## src/rtl/gcq_pkg.sv

```systemverilog
`timescale 1ns / 1ps
package gcq_pkg;
	localparam int MAX_GRID = 64;
	localparam int COORD_BITS = 24;
	localparam int IDX_W = 6;
	localparam int CS_W = 16;
	localparam int GC_W = 7;
	localparam int W2 = 34;
	localparam int QW = 26;
	localparam int REG_CELL_SIZE = 0;
	localparam int REG_GRID_COUNT = 1;

	typedef enum logic [3:0] {
		ST_IDLE, ST_SETUP, ST_DIV, ST_CLAMP, ST_ROW, ST_CELL, ST_SQ, ST_CMP, ST_EMIT, ST_INV
	} state_t;

	typedef struct packed {
		logic load;
		logic setup;
		logic div_step;
		logic clamp;
		logic row_init;
		logic col_test;
		logic sq;
		logic cmp;
		logic next_col;
		logic next_row;
		logic emit;
		logic emit_inv;
	} cmd_t;

	typedef struct packed {
		logic no_grid;
		logic div_done;
		logic col_last;
		logic row_last;
	} sts_t;
endpackage

```

## src/rtl/gcq_ctrl.sv

```systemverilog
`timescale 1ns / 1ps
module gcq_ctrl (
	input  logic          clk,
	input  logic          arst_n,
	input  logic          start,
	output logic          busy,
	output gcq_pkg::cmd_t cmd,
	input  gcq_pkg::sts_t sts
);
	import gcq_pkg::*;

	state_t state_q, state_nx;

	always_ff @(posedge clk or negedge arst_n) begin
		if (!arst_n) state_q <= ST_IDLE;
		else state_q <= state_nx;
	end

	always_comb begin
		state_nx = state_q;
		unique case (state_q)
			ST_IDLE:  if (start) state_nx = ST_SETUP;
			ST_SETUP: state_nx = sts.no_grid ? ST_INV : ST_DIV;
			ST_DIV:   if (sts.div_done) state_nx = ST_CLAMP;
			ST_CLAMP: state_nx = ST_ROW;
			ST_ROW:   state_nx = ST_CELL;
			ST_CELL:  state_nx = ST_SQ;
			ST_SQ:    state_nx = ST_CMP;
			ST_CMP:   state_nx = sts.col_last ? ST_EMIT : ST_CELL;
			ST_EMIT:  state_nx = sts.row_last ? ST_IDLE : ST_ROW;
			ST_INV:   state_nx = ST_IDLE;
			default:  state_nx = ST_IDLE;
		endcase
	end

	always_comb begin
		cmd = '0;
		busy = (state_q != ST_IDLE);
		unique case (state_q)
			ST_IDLE:  cmd.load = start;
			ST_SETUP: cmd.setup = 1'b1;
			ST_DIV:   cmd.div_step = 1'b1;
			ST_CLAMP: cmd.clamp = 1'b1;
			ST_ROW:   cmd.row_init = 1'b1;
			ST_CELL:  cmd.col_test = 1'b1;
			ST_SQ:    cmd.sq = 1'b1;
			ST_CMP: begin
				cmd.cmp = 1'b1;
				cmd.next_col = 1'b1;
			end
			ST_EMIT: begin
				cmd.emit = 1'b1;
				cmd.next_row = 1'b1;
			end
			ST_INV:   cmd.emit_inv = 1'b1;
			default:  cmd = '0;
		endcase
	end

	ap_inv: assert property (@(posedge clk) disable iff (!arst_n)
		state_q == ST_SETUP && sts.no_grid |=> state_q == ST_INV) else $error("inv path");
	ap_idle_start: assert property (@(posedge clk) disable iff (!arst_n)
		state_q == ST_IDLE && start |=> state_q == ST_SETUP) else $error("start lost");
	ap_emit: assert property (@(posedge clk) disable iff (!arst_n)
		state_q == ST_CMP && sts.col_last |=> state_q == ST_EMIT) else $error("emit");
endmodule

```

## config.mk

```make
export PLATFORM = sky130hd
export DESIGN_NAME = gcq_ctrl
export DESIGN_NICKNAME = d
export VERILOG_FILES = /design/src/rtl/gcq_pkg.sv /design/src/rtl/gcq_ctrl.sv
export SDC_FILE = /design/constraint.sdc
export NUM_CORES = 1
export LEC_CHECK = 0
export CAP_MARGIN = 30
export CORE_AREA = 2 2 39 41
export CTS_CLUSTER_SIZE = 14
export DETAILED_ROUTE_END_ITERATION = 12
export DIE_AREA = 0 0 41 43
export DONT_BUFFER_PORTS = 1
export PLACE_DENSITY_LB_ADDON = 0.3
export SLEW_MARGIN = 20
export SYNTH_ARGS = -nofsm -noshare
export SYNTH_HDL_FRONTEND = slang
export SYNTH_SLANG_ARGS = --single-unit
```

## constraint.sdc

```tcl
create_clock -name clk -period 3.9 [get_ports clk]
set_clock_uncertainty 0.1 [all_clocks]
set_input_delay 0.78 -clock clk [delete_from_list [all_inputs] [get_ports clk]]
set_output_delay 0.78 -clock clk [all_outputs]
set_load 0.02 [all_outputs]
```

; ---- Yosys cells after proc, flatten, opt, wreduce, memory -nomap -nowiden
; Cells that the tools add are included.
[classes]
eq_ne = 11
n_mux = 16
reduce_logical = 3
[ops]
columns = cell, n
row1 = case mux 4 bit (9 select lines), 1
row2 = "== test 4 x 3 -> 1 bit, second input constant", 4
row3 = 2-to-1 mux 4 bit, 4
row4 = "== test 4 x 2 -> 1 bit, second input constant", 2
row5 = "== test 4 bit, second input constant", 2
row6 = 2-to-1 mux 1 bit, 8
row7 = "== test 4 x 1 -> 1 bit, second input constant", 1
row8 = logical NOT 4 bit, 1
row9 = 2-to-1 mux 2 bit, 2
row10 = "!= test 2 bit, second input constant", 2
row11 = nonzero test 4 bit, 1
row12 = 2-to-1 mux 3 bit, 1
row13 = AND reduction 2 bit, 1
[totals]
ff_bits = 4
inputBits = 7
out_inout_bits = 13
wordCells = 31

; ---- Logic depth before layout (Yosys ltp)
; Gate-level depths: netlist (run 1).
[logic_depth]
depth_word = 3
ltp_mapped = 4
ltp_nobuf = 3

; ---- Least setup slack after synthesis (run 1)
; No wires, ideal clock.
[synth_path]
path_type = flip-flop to output port
start = register state_q[2]
end = output port cmd[2] (netlist bit)
arrival_ps = 1319
required_time_ps = 3020
path_slack_ps = 1701
stages_incl_launch_ff = 4
path_buffers = 1
path_cell_list = dfrtp_1 > nand2b_1 > nor3_1 > buf_4
[synth_lines]
columns = item, line
row1 = "start, declared", gcq_ctrl.sv:12  ; state_t state_q, state_nx;
row2 = "start signal, assigned", gcq_ctrl.sv:16  ; else state_q <= state_nx;
row3 = "end, declared", gcq_ctrl.sv:7  ; output gcq_pkg::cmd_t cmd,

==> metrics.txt, run 1 <==
hold crit path type=primary input to async pin; Longest Clk Path Bufs=2; drt wl/cell=12.8 um; DR WL met3=88 um; GRT overflow=0; layout cells sized above 1=14.6%; top routing layer in use=met4; drt total wl=slightly above 700 um; crit-path max cell delay=between 500 and 600 ps; Clock Sinks=4; met2 wire len=about 300 um; Util after Layout=24.7%; die height=between 40 and 50 um; Critical Path AT=1580 ps; first-pass GRT wire length=972 um; GP Congestion=~0.6; Synthesized Nets=50; TritonCTS clock tree=done; RSZ-0062 raised after global routing=no; CP required=a little over 3000 ps; fill count=between 100 and 150; most instantiated cells after synthesis=7 x nor2_1, 5 x nor3_1, 4 x dfrtp_1, 3 x buf_2, 3 x nand2_1; pin count of the biggest net entering global routing=14; Reg clk slew, reported paths=about 40 ps; cell area after synthesis=333 um^2; Post-DP HPWL=about 520 um; Antenna Violating Nets Remaining=0; Synth area leader=dfrtp_1; Post-synth EDFFs=0; FP Rows=14; vias in the first global route=approximately 220; initial core utilization=24.1%; die area=1760 um^2; Yosys warning count=0; Yosys cell types=21; most numerous cell in the Yosys netlist=nor2_1; min Tclk post-route=2460 ps; Slew Limit Fails=0; core footprint=about 1400 um^2; initial antenna violation count=0; Pleak=0.149 nW; I/O Buffers=0; max FFs per register=4; critical-path cell list=or2b_1 > nor3_1; final worst path period share=63.2%; die width=~40 um; worst vdd ir=approximately 0.24 mV; hold-fix buffers at CTS=0; htree depth=1; Remaining DRCs=0; endpoints failing setup=0; drt initial violations=5; Syn Inst Count=43; Register Area=100 um^2; outcome=finished, final reports clean; endpoint type of the worst setup path=output port; pwr dens=976 nW/um^2; DR pass1 iterations=3; Vias per Instance=roughly 5; critical path fanouts, max=11; # diodes=0; Seq/Total Area, Yosys=a little under a third; CTS Buf Count=3; CTS root buffer=clkbuf_4; FF+latch count, synth=4; Most used DFF post-synth=dfrtp_1; setup TNS=0 ps; relative slew slack=between 50% and 60%; area of the multi-input gates=between 150 and 200 um^2; Worst setup SP type=flip-flop; synth top area cells=dfrtp_1 30%, nor2_1 7.9%, nor3_1 7.5%, mux2i_1 6.0%, buf_2 4.5%; Fmax=406 MHz; max-cap viol count=0; post-CTS sizing=0; Worst path slowest cell=dfrtp_1; share of synthesized flip-flops with an asynchronous set or reset=between 90% and 100%; area grow syn2layout=2.63%; vias=~290; Synth top area share=between 30% and 40%; Final Hold Viols=0; met1 WL=~320 um; worst-skew pair later-pin latency=between 200 and 250 ps; syn_area_per_cell=just under 8 um^2; WS Path Type=flip-flop to output port; post-CTS setup repair buffer count=0; Slew @ Worst Pin=slightly above 700 ps; largest registers=state_q: 4 flops; Biggest register=state_q; IO Pins=20; GRT Util Overall=under 10%; fin nets=50
[placed cells by master (no fill, tap or decap)]
cell and instances:
a21oi_1 1, buf_4 1, dfrtp_1 4, o21ai_0 1, nand2b_1 2, nand2b_2 1
nor2_1 7, clkbuf_4 3, nor3_1 5, a21o_1 1, a31oi_1 2, nor3b_1 1
inv_1 2, or2b_1 1, mux2i_1 2, or4_1 1, nand2_1 3, a221oi_1 1
and3_1 1, nor3b_2 1
[power by group]
part	total, mW	switching [mW]	internal [mW]
Sequential	0.118	0.0565	0.0611
Clock	0.0512	0.0168	0.0344
Combinational	0.165	0.109	0.0557
Total	0.333	0.182	0.151
[cells by family (layout without fill, tap and decap cells)]
| group | after synthesis | after routing | synth area share [%] |
|---|---|---|---|
| AND/OR/NAND/NOR | 23 | 23 | 37.6 |
| multiplexers | 2 | 2 | 6.02 |
| buffers and inverters | 8 | 6 | 14.7 |
| AO/OA/AOI/OAI | 6 | 6 | 11.7 |
| flip-flops | 4 | 4 | 30.1 |
[routing by layer]
metal,up-vias,GRT usage (%)
met4,0,8.00
met5,-,0
met1,134,10.7
met2,14,9.69
met3,2,8.90
li1,141,-
[critical path: cells and delay by family, from the launching register on]
kind,cells,cell delay [ps]
flops,1,540
simple gates,2,810
[cell type report]
class / instances / area share [%]
timing repair buffer: 1 / 2.20
tap: 16 / 5.86
clock buffer: 3 / 6.59
multi-input combinational: 31 / 53.8
inverter: 2 / 2.20
sequential: 4 / 29.3
[per-stage QoR]
step	power, mW	hold WS (ps)	cells	setup WS [ps]	instance area, um^2
final	0.333	137	57	1440	342
after global routing	0.366	122	57	1360	342
after CTS	0.339	126	57	1410	342
after detailed placement	0.284	385	54	1680	319
after global placement	0.284	385	54	1680	319
after floorplan	0.279	384	43	1700	333
[worst paths after layout]
check	startpoint	end	slack [ps]	cells past startpoint
max in group asynchronous	arst_n	state_q[3]	3490	0
hold / removal	arst_n	state_q[2]	140	0
setup / recovery	state_q[1]	cmd[9]	1440	2
min in group clk	state_q[3]	state_q[1]	510	1
setup reg to reg	state_q[2]	state_q[2]	2490	3
hold reg to reg	state_q[3]	state_q[1]	510	1
(Power assumes the default switching activity.)
==> run 2, diff against run 1 <==
Clock period 3.9 ns to 2.5 ns, I/O delays scaled along.
==> run 2 against run 1 <==
  * Sequential share of layout area shrank 2.5 points
  * Sequential cell count stayed put
  * Worst setup slack lost 1000 ps
  * Global-route usage up 0.40 points
  * Largest power group unchanged
  * Wire length shrank 1.5%
  * Sequential power up 56%
  * Clock power rose by 53%
==> metrics.txt, run 2 (same netlist as run 1, synthesis figures left out) <==
outcome=finished, final reports clean; worst-skew pair later-pin latency=230 ps (about the same); worst vdd ir=0.454 mV (+92%); first-pass GRT wire length=1.17 mm (+21%); setup TNS=0 ps (unchanged); hold crit path type=primary input to flip-flop; pwr dens=1450 nW/um^2 (+49%); Remaining DRCs=0 (unchanged); initial antenna violation count=0 (unchanged); # diodes=0 (unchanged); CP bufs+invs=0 (unchanged); critical path fanouts, max=11 (unchanged); post-CTS setup repair buffer count=0 (unchanged); post-route cell area=374 um^2 (+9.5%); Hold Startpoint=sts[3]; DR pass1 iterations=3 (unchanged); die height=43 um (unchanged); min Tclk post-route=2080 ps; Clock Sinks=4 (unchanged); Reg2Reg Capture Point=state_q[2]; area grow syn2layout=12.4%; FP Rows=14 (unchanged); Top delay family on crit path=simple AND/OR/NAND/NOR gates; Worst Hold Depth=2; drt wl/cell=11.7 um (-8.0%); Reg clk slew, reported paths=40 ps (about the same); initial core utilization=24.1% (unchanged); r2r setup slk=1070 ps (-1420 ps); commonest non-fill, non-tap cell in the layout=nor2_1; Biggest register=state_q; most frequent cells in the layout=7 x nor2_1, 5 x nor3_1, 4 x buf_4, 4 x dfrtp_1; TritonCTS clock tree=done; CTS root buffer=clkbuf_4; fin nets=54 (+8.0%); Antenna Violating Nets Remaining=0 (unchanged); vias=293 (+0.69%); Worst setup SP type=flip-flop; max-cap viol count=0 (unchanged); post-CTS sizing=0 (unchanged); crit-path max cell delay=500 ps (-40 ps); Fmax=between 400 and 500 MHz; fin worst setup slack=424 ps (-1010 ps); FF-to-FF path depth=3 (unchanged); pin count of the biggest net entering global routing=14 (unchanged); die area=1760 um^2 (unchanged); Slew Limit Fails=0 (unchanged); relative slew slack=58.0% (+5.7 points); endpoints failing setup=0 (unchanged); CP required=1900 ps (-1120 ps); drt initial violations=5 (unchanged); non-filler cells, final=61 (+7.0%); hold worst-path end=state_q[1]; reg2reg start=state_q[2]; drt total wl=716 um (-1.5%); DP Worst Slack=670 ps (-1010 ps); Longest Clk Path Bufs=2 (unchanged); Critical Path AT=1480 ps (-100 ps); Worst path slowest cell=nor3_1; GP Congestion=0.710 (+15%); hold-fix buffers at CTS=1 (+1); placed inst area=342 um^2 (+7.1%); GRT Util Overall=9.76% (+0.40 points); layout cells sized above 1=20.0% (+5.4 points); Slew @ Worst Pin=625 ps (-87.4 ps); die width=41 um (unchanged); Vias per Instance=4.80 (-5.9%); Final Power=0.543 mW (+63%); vias in the first global route=272 (+23%); critical-path cell list=nand2b_2 > nor3_1; WS Path Type=flip-flop to output port; core footprint=1380 um^2 (unchanged); # placed instances=57 (+5.6%); IO Pins=20 (unchanged); Post-DP HPWL=535 um (+2.9%); endpoint type of the worst setup path=output port; GRT overflow=0 (unchanged); max FFs per register=4 (unchanged); CTS Buf Count=3 (unchanged); Final Hold Viols=0 (unchanged); I/O Buffers=0 (unchanged); htree depth=1 (unchanged); largest registers=state_q: 4 flops; final worst path period share=83.0%; Pleak=0.169 nW (+14%); RSZ-0062 raised after global routing=no
-- run 2: cell count changes in the layout (fill, tap and decap cells not counted) --
| cell | before | now |
|---|---|---|
| buf_4 | 1 | 4 |
| dlygate4sd3_1 | 0 | 1 |
-- run 2: layout make-up --
cell class / instances / area (um^2)
multi-input combinational: 31 / 184
sequential: 4 / 100
fill: 159 / 1010
timing repair buffer: 5 / 40.0
tap: 16 / 20.0
clock buffer: 3 / 22.5
inverter: 2 / 7.51
-- run 2: how the worst max path moves through the flow --
stage,start,to,cells after the start
final,state_q[1],cmd[10],2
after global routing,state_q[1],cmd[8],2
after CTS,state_q[1],cmd[10],2
after detailed placement,state_q[1],cmd[10],2
after global placement,state_q[1],cmd[10],2
after floorplan,state_q[2],cmd[2],3
-- run 2: through the flow --
step / hold WS [ps] / utilization (%)
floorplan: 104 / -
global placement: 105 / 24.7
detailed placement: 105 / 24.7
CTS: 362 / 27.0
finish: 366 / 27.0
global route: 381 / 27.0
-- run 2: per-layer routing --
metal / up-vias / GRT usage (%) / wire (um)
li1: 152 / - / -
met1: 133 / 13.3 / 339
met2: 8 / 12.2 / 321
met3: 0 / 5.76 / 54
met4: 0 / 4.00 / 0
met5: - / 0 / 0
-- run 2: worst register-to-register path: cells and delay by family, from the launching register on --
kind	cells	cell delay (ps)
simple gates	2	640
compound gates	1	90
flops	1	510
-- run 2: where the power goes --
part / total, mW / leakage [nW] / switching (mW) / internal (mW)
Combinational: 0.281 / 0.105 / 0.173 / 0.107
Clock: 0.0782 / 0.0138 / 0.0247 / 0.0536
Sequential: 0.184 / 0.0497 / 0.0886 / 0.0953
Total: 0.543 / 0.169 / 0.287 / 0.256
